## config.mk

```make
export PLATFORM = sky130hd
export DESIGN_NAME = seeded_permutation_generator
export DESIGN_NICKNAME = d
export VERILOG_FILES = /design/src/rtl/core/spg_pkg.sv /design/src/rtl/core/seeded_permutation_generator.sv /design/src/rtl/core/spg_mul64.sv /design/src/rtl/core/spg_mod64.sv
export SDC_FILE = /design/constraint.sdc
export NUM_CORES = 2
export LEC_CHECK = 0
export BUFFER_PORTS_ARGS = -buffer_cell sky130_fd_sc_hd__buf_2
export CAP_MARGIN = 40
export CORE_ASPECT_RATIO = 1.2
export CORE_MARGIN = 2
export CORE_UTILIZATION = 45
export DETAILED_ROUTE_END_ITERATION = 10
export SKIP_CTS_REPAIR_TIMING = 1
export SYNTH_ARGS = -nofsm -noshare
export SYNTH_HDL_FRONTEND = slang
export SYNTH_SLANG_ARGS = --single-unit
```

## constraint.sdc

```tcl
create_clock -name i_clk -period 8.7 [get_ports i_clk]
set_clock_uncertainty 0.05 [all_clocks]
set_input_delay 0.435 -clock i_clk [delete_from_list [all_inputs] [get_ports i_clk]]
set_output_delay 0.435 -clock i_clk [all_outputs]
set_load 0.02 [all_outputs]
```

## src/rtl/core/spg_pkg.sv

```systemverilog
package spg_pkg;
    localparam logic [63:0] GOLDEN_STEP = 64'h9E3779B97F4A7C15;
    localparam logic [63:0] MIX_MUL_A   = 64'hBF58476D1CE4E5B9;
    localparam logic [63:0] MIX_MUL_B   = 64'h94D049BB133111EB;

    typedef enum logic [1:0] {
        MUL_A,
        MUL_B
    } t_mul_sel;
endpackage

```

## src/rtl/core/seeded_permutation_generator.sv

```systemverilog
// Sequence: accept, identity fill of the table, then for each swap step ADV, two
// multiplies on the shared multiplier, a bit-serial modulo, two table reads and two
// table writes; then each row is read from the table and emitted, holding while stalled.
// One seed at a time; o_seed_stall is low only when idle. Output is registered.
// Reset (synchronous, active low) clears control, rng state and sets row count 64.
module seeded_permutation_generator import spg_pkg::*; #(
    parameter int MAX_ROWS = 64
) (
    input  logic        i_clk,
    input  logic        i_rst_n,
    input  logic        i_cfg_we,
    input  logic [6:0]  i_cfg_wdata,
    input  logic        i_seed_valid,
    output logic        o_seed_stall,
    input  logic [63:0] i_seed,
    output logic        o_valid,
    input  logic        i_stall,
    output logic [5:0]  o_position_value,
    output logic        o_last
);
    localparam int AW = $clog2(MAX_ROWS);
    localparam int CW = $clog2(MAX_ROWS + 1);

    typedef enum logic [3:0] {
        S_IDLE, S_FILL, S_ADV, S_MA, S_MB, S_MOD, S_RD, S_WR, S_OUT, S_OWAIT
    } t_state;

    t_state      r_state;
    logic [6:0]  r_row_count;
    logic [63:0] r_rng;
    logic [63:0] r_z;
    logic [CW-1:0] r_n;
    logic [CW-1:0] r_upper;
    logic [CW-1:0] r_idx;
    logic [AW-1:0] r_pick;
    logic [5:0]  r_val_top;
    logic [5:0]  r_val_pick;
    logic        r_rd_phase;
    logic        r_valid;
    logic [5:0]  r_pos;
    logic        r_last;
    logic [5:0]  r_mem [MAX_ROWS];
    logic [5:0]  r_rdata;

    logic        w_mul_start;
    logic [63:0] w_mul_a;
    logic [63:0] w_mul_b;
    logic        w_mul_done;
    logic [63:0] w_mul_p;
    logic        w_mod_start;
    logic        w_mod_done;
    logic [CW-1:0] w_mod_rem;
    logic [CW-1:0] w_ncfg;
    logic        w_accept;

    assign w_ncfg = ({25'd0, r_row_count} > MAX_ROWS) ? CW'(MAX_ROWS) : CW'(r_row_count);
    assign w_accept = i_seed_valid && (r_state == S_IDLE);
    assign o_seed_stall = (r_state != S_IDLE);

    // shared multiplier: mix constant A on first pass, B on second (fed from first product)
    assign w_mul_a = (r_state == S_ADV) ? (r_z ^ (r_z >> 30)) : (w_mul_p ^ (w_mul_p >> 27));
    assign w_mul_b = (r_state == S_ADV) ? MIX_MUL_A : MIX_MUL_B;
    assign w_mul_start = (r_state == S_ADV) || (r_state == S_MA && w_mul_done);
    assign w_mod_start = (r_state == S_MB) && w_mul_done;

    spg_mul64 u_mul (
        .i_clk, .i_rst_n, .i_start(w_mul_start), .i_a(w_mul_a), .i_b(w_mul_b),
        .o_done(w_mul_done), .o_p(w_mul_p)
    );

    spg_mod64 #(.DW(CW)) u_mod (
        .i_clk, .i_rst_n, .i_start(w_mod_start), .i_num(w_mul_p ^ (w_mul_p >> 31)),
        .i_den(r_upper), .o_done(w_mod_done), .o_rem(w_mod_rem)
    );

    // table port: one write, one registered read per cycle
    // swap writes: pick slot takes the old top first, then top takes the old pick
    always_ff @(posedge i_clk) begin
        if (r_state == S_FILL && r_idx < r_n)
            r_mem[r_idx[AW-1:0]] <= 6'(r_idx);
        else if (r_state == S_WR)
            r_mem[r_rd_phase ? AW'(r_upper - 1'b1) : r_pick] <=
                r_rd_phase ? r_val_pick : r_val_top;
        r_rdata <= r_mem[(r_state == S_OUT || r_state == S_OWAIT) ? r_idx[AW-1:0] :
                         (r_rd_phase ? r_pick : AW'(r_upper - 1'b1))];
    end

    always_ff @(posedge i_clk) begin
        if (!i_rst_n) begin
            r_state     <= S_IDLE;
            r_row_count <= 7'd64;
            r_rng       <= '0;
            r_valid     <= 1'b0;
            r_rd_phase  <= 1'b0;
        end else begin
            if (i_cfg_we)
                r_row_count <= i_cfg_wdata;
            // S_OWAIT sets or holds the output itself
            if (r_valid && !i_stall && r_state != S_OWAIT)
                r_valid <= 1'b0;
            case (r_state)
                S_IDLE: begin
                    if (w_accept) begin
                        r_rng   <= i_seed;
                        r_n     <= w_ncfg;
                        r_upper <= w_ncfg;
                        r_idx   <= '0;
                        r_state <= S_FILL;
                    end
                end
                S_FILL: begin
                    if (r_idx >= r_n) begin
                        r_idx <= '0;
                        if (r_n == '0)
                            r_state <= S_IDLE;
                        else if (r_upper > 1) begin
                            r_z     <= r_rng + GOLDEN_STEP;
                            r_rng   <= r_rng + GOLDEN_STEP;
                            r_state <= S_ADV;
                        end else
                            r_state <= S_OUT;
                    end else
                        r_idx <= r_idx + 1'b1;
                end
                S_ADV: r_state <= S_MA;
                S_MA: begin
                    if (w_mul_done) begin
                        r_z     <= w_mul_p;
                        r_state <= S_MB;
                    end
                end
                S_MB: if (w_mul_done) r_state <= S_MOD;
                S_MOD: begin
                    if (w_mod_done) begin
                        r_pick     <= w_mod_rem[AW-1:0];
                        r_rd_phase <= 1'b0;
                        r_state    <= S_RD;
                    end
                end
                S_RD: begin
                    // read top, then pick (registered reads)
                    if (r_rd_phase) begin
                        r_val_top  <= r_rdata;
                        r_rd_phase <= 1'b0;
                        r_state    <= S_WR;
                    end else
                        r_rd_phase <= 1'b1;
                end
                S_WR: begin
                    if (!r_rd_phase) begin
                        r_val_pick <= r_rdata;
                        r_rd_phase <= 1'b1;
                    end else begin
                        r_rd_phase <= 1'b0;
                        r_upper    <= r_upper - 1'b1;
                        if (r_upper - 1'b1 > 1) begin
                            r_z     <= r_rng + GOLDEN_STEP;
                            r_rng   <= r_rng + GOLDEN_STEP;
                            r_state <= S_ADV;
                        end else
                            r_state <= S_OUT;
                    end
                end
                S_OUT: r_state <= S_OWAIT; // read latency
                S_OWAIT: begin
                    if (!r_valid || !i_stall) begin
                        r_valid <= 1'b1;
                        r_pos   <= r_rdata;
                        r_last  <= (r_idx + 1'b1 == r_n);
                        r_idx   <= r_idx + 1'b1;
                        r_state <= (r_idx + 1'b1 == r_n) ? S_IDLE : S_OUT;
                    end
                end
                default: r_state <= S_IDLE;
            endcase
        end
    end

    assign o_valid          = r_valid;
    assign o_position_value = r_pos;
    assign o_last           = r_last;

    a_stall_busy: assert property (@(posedge i_clk) disable iff (!i_rst_n)
        (r_state != S_IDLE) |-> o_seed_stall) else $error("accepted while busy");
    a_hold: assert property (@(posedge i_clk) disable iff (!i_rst_n)
        (o_valid && i_stall) |=> (o_valid && $stable(o_position_value)))
        else $error("output dropped");
    a_upper: assert property (@(posedge i_clk) disable iff (!i_rst_n)
        (r_state == S_MOD) |-> (r_upper > 1)) else $error("bad upper");
endmodule

```

## src/rtl/core/spg_mul64.sv

```systemverilog
// 64x64 -> low 64 bit multiplier, 16x64 partial product per cycle.
module spg_mul64 import spg_pkg::*; (
    input  logic        i_clk,
    input  logic        i_rst_n,
    input  logic        i_start,
    input  logic [63:0] i_a,
    input  logic [63:0] i_b,
    output logic        o_done,
    output logic [63:0] o_p
);
    logic [63:0] r_acc;
    logic [63:0] r_a;
    logic [63:0] r_b;
    logic [1:0]  r_cnt;
    logic        r_busy;
    logic        r_done;
    logic [79:0] w_pp;

    assign w_pp = {64'd0, r_b[15:0]} * {16'd0, r_a};

    always_ff @(posedge i_clk) begin
        if (!i_rst_n) begin
            r_busy <= 1'b0;
            r_done <= 1'b0;
            r_cnt  <= '0;
        end else begin
            r_done <= 1'b0;
            if (i_start) begin
                r_busy <= 1'b1;
                r_cnt  <= '0;
                r_acc  <= '0;
                r_a    <= i_a;
                r_b    <= i_b;
            end else if (r_busy) begin
                r_acc <= r_acc + w_pp[63:0];
                r_a   <= {r_a[47:0], 16'd0};
                r_b   <= {16'd0, r_b[63:16]};
                r_cnt <= r_cnt + 2'd1;
                if (r_cnt == 2'd3) begin
                    r_busy <= 1'b0;
                    r_done <= 1'b1;
                end
            end
        end
    end

    assign o_done = r_done;
    assign o_p    = r_acc;
endmodule

```

## src/rtl/core/spg_mod64.sv

```systemverilog
// 64-bit modulo by small divisor, restoring, one bit a cycle.
module spg_mod64 import spg_pkg::*; #(
    parameter int DW = 7
) (
    input  logic          i_clk,
    input  logic          i_rst_n,
    input  logic          i_start,
    input  logic [63:0]   i_num,
    input  logic [DW-1:0] i_den,
    output logic          o_done,
    output logic [DW-1:0] o_rem
);
    logic [63:0]   r_num;
    logic [DW-1:0] r_den;
    logic [DW-1:0] r_rem;
    logic [6:0]    r_cnt;
    logic          r_busy;
    logic          r_done;
    logic [DW:0]   w_sh;

    assign w_sh = {r_rem, r_num[63]};

    always_ff @(posedge i_clk) begin
        if (!i_rst_n) begin
            r_busy <= 1'b0;
            r_done <= 1'b0;
            r_cnt  <= '0;
        end else begin
            r_done <= 1'b0;
            if (i_start) begin
                r_busy <= 1'b1;
                r_cnt  <= '0;
                r_num  <= i_num;
                r_den  <= i_den;
                r_rem  <= '0;
            end else if (r_busy) begin
                r_num <= {r_num[62:0], 1'b0};
                if (w_sh >= {1'b0, r_den})
                    r_rem <= DW'(w_sh - {1'b0, r_den});
                else
                    r_rem <= w_sh[DW-1:0];
                r_cnt <= r_cnt + 7'd1;
                if (r_cnt == 7'd63) begin
                    r_busy <= 1'b0;
                    r_done <= 1'b1;
                end
            end
        end
    end

    assign o_done = r_done;
    assign o_rem  = r_rem;
endmodule

```

==> metrics.md <==
| Metric | Value |
|---|---|
| Status | finished with violations |
| Failing checks | hold timing |
| CTS tree | done |
| Count of input and output buffers | 84 |
| CTS H-tree depth | 3 |
| RSZ-0062 raised after global routing | false |
| Maxcap violations | 0 |
| Worst Path Required | between 9000 and 10000 ps |
| Synth Area in Compound Gates | 8.36% |
| First-pass GRT wire length | 303000 um |
| Tcrit/Tclk final | 91.3% |
| Vias | 48100 |
| Leading cell type in the layout, fill and taps excluded | nand2_1 |
| Fin. max-slew vios | 0 |
| Post-Syn Area | 66400 um2 |
| CP peak stage delay | roughly 940 ps |
| Max-slew headroom | 33.7% |
| Layout Cells excl Fill | a little under 9000 |
| Post-synthesis instance total | 6837 |
| Synth unique cells | 85 |
| Syn nets | 7849 |
| Worst hold path type | input port to register |
| Simple-gate share of the synthesized area | 16.0% |
| Setup CP Type | register to register |
| Synth warn | 0 |
| Fin Setup TNS | 0 ps |
| Period minus WS final | 7950 ps |
| Routed Antenna Nets | 0 |
| Largest net degree at the start of global routing | 151 |
| Hold Startpoint | i_stall |
| Critical-path maximum fanout | 17 |
| Avg Vias per Cell | about 5.5 |
| Most frequent cells in the layout | nand2_1, inv_1, fa_1 |
| Worst Setup SP | u_mul.r_b[7] |
| Starting Density | 45.3% |
| Setup Viol. Count Final | 0 |
| DR DRC count | 0 |
| Die Footprint | 151000 um2 |
| Worst hold slack | -23.0 ps |
| Vias in the first global route | 49800 |
| Clock transition at path regs | 60 ps |
| Largest family of logic cells by synthesized area | adder cells |
| Final Routed Wirelength | roughly 200000 um |
| CP Launch Type | register |
| Crit path top cell by count | fa_1 |
| Synthesis-to-finish area growth | 8.26% |
| GPL Wtd Cong | 0.929 |
| Die X | 355 um |
| # IOs | 85 |
| Core ar. | 147000 um2 |
| Final Hold Viols | 1 |
| Root Driver | clkbuf_16 |
| Pre-antenna DRT Iters | 9 |
| DP Cell Count | about 8600 |
| Arrival @ worst endpoint | 8420 ps |
| Max Fclk | 0.126 GHz |
| Antenna violations before repair | 7 |
| Post-synthesis adder-cell area fraction | 26.9% |
| Latest clock arrival within the worst-skew pair | ~700 ps |
| Worst Setup End Kind | register |
| DR WL/cell | between 20 and 25 um |
| Iteration-0 DRC Markers | around 4000 |
| Ys flop type | edfxtp_1 |
| Placed Area | 69100 um2 |
| Syn_area_per_cell | 9.71 um2 |
| Cts bufs inserted | 84 |
| DP HPWL | 145000 um |
| Synthesis-stage register bit count | 838 |
| Multiplexer share of the synthesized area | 0.381% |
| R2R Path Start | u_mul.r_b[7] |
| Layout Nets | slightly below 8000 |
| All-Layer GR Usage | 26.4% |
| Synth Area in XOR/XNOR | under 10% |
| # rows | 154 |
| Post-synth EDFFs | 742 |
| Die height | 425 um |
| Clock Sinks | 838 |
| Slowest CP cell | edfxtp_1 |
| Ys async rst share | 0% |
| Final Instance Area | 71900 um2 |
| Clk buf depth | 3 |
| Share of layout cells above drive strength 1 | around 5.7% |
| Remaining global-route overflow | 0 |
| Crit-path cells | nand2_1 > fa_1 > inv_1 > fa_1 > inv_1 > fa_1 > inv_1 > fa_1 > fa_1 > inv_1 > fa_1 > inv_1 > ha_1 > and4_1 > nand4_1 > a21o_1 > a311oi_1 > o211a_1 > a21oi_1 > o31a_1 > o21ai_0 > mux2_2 > nand2_1 |
| Seq/Total Area, Yosys | between 30% and 40% |
| Worst-margin pin slew | 995 ps |
routing by layer:
metal | up-vias | share of wire (%) | routed length (um) | GRT usage [%]
li1 | 21500 | - | - | -
met1 | 24600 | 39 | 77600 | 33.3
met3 | 392 | 6.5 | 12800 | 3.91
met4 | 4 | 4.0 | 7980 | 10.2
met2 | 1625 | 50 | 98900 | 45.9
met5 | - | 0.011 | 21 | 0
flip-flops by register name (all words and copies together), names as in the netlist, 7 cells and up:
name / cells
r_mem: 384
u_mod.o_rem: 7
r_row_count: 7
u_mod.r_den: 7
r_rng: 64
r_idx: 7
u_mul.r_b: 42
u_mod.r_num: 64
r_n: 7
u_mul.o_p: 64
r_z: 64
u_mul.r_a: 64
u_mod.r_cnt: 7
r_upper: 7
stage by stage:
stage / utilization (%) / setup WS [ps]
floorplan: - / 253
global placement: 46.8 / 915
detailed placement: 47.1 / 730
CTS: 49.0 / 645
global route: 49.0 / 361
finish: 49.0 / 753
critical path: cells and delay by family (launching register included):
kind / cells / cell delay (ps)
simple gates: 4 / 620
buf+inv: 5 / 280
fa+ha+maj: 7 / 3440
flops: 1 / 940
mux: 1 / 380
compound gates: 6 / 2060
worst paths after layout:
path | endpoint | slack (ps) | cells past startpoint
worst max register to register | u_mul.o_p[62] | 750 | 23
worst min-delay path | o_valid | -20 | 3
worst max-delay path | u_mul.o_p[62] | 750 | 23
worst min register to register | u_mul.r_b[3] | 420 | 1
synth_stat cells (all sizes together) (8+ instances only):
master	number	area [um2]
nand2	1365	5120
inv	1056	3960
fa	815	16300
edfxtp	742	22300
clkbuf	396	1490
nor2	355	1330
and2	298	1860
a21oi	231	1160
o21ai	226	1150
xnor2	218	1910
nand3	125	626
ha	121	1510
dfxtp	96	1920
a311oi	77	674
and3	76	475
nor3	64	325
a31oi	61	382
a21o	58	435
xor2	52	455
o22ai	37	231
a211oi	31	233
a22oi	30	225
buf	28	133
nand4	27	169
o211ai	27	203
nor2b	24	150
mux2i	23	230
nand2b	19	119
or3	18	113
o21a	15	120
o31ai	14	129
o21bai	11	82.6
or2	11	71.3
nor4	8	56.3
kinds of logic after synthesis:
group,Yosys count
AO/OA/AOI/OAI,874
XOR/XNOR,270
adder cells (fa/ha/maj),936
buffers and inverters,1482
flip-flops,838
multiplexers,25
AND/OR/NAND/NOR,2412
cell type report:
type	instances	area, um2
diodes	3	7.51
clock buffers	111	2280
clock inverters	46	475
fillers	13600	74800
inverters	1058	3970
multi-input cells	4517	36800
flip-flops and latches	838	24200
well taps	1950	2440
repair buffers	200	1680
Power is not shown: default switching activity piles up to over one toggle a cycle in this logic, so the estimate is an artifact.
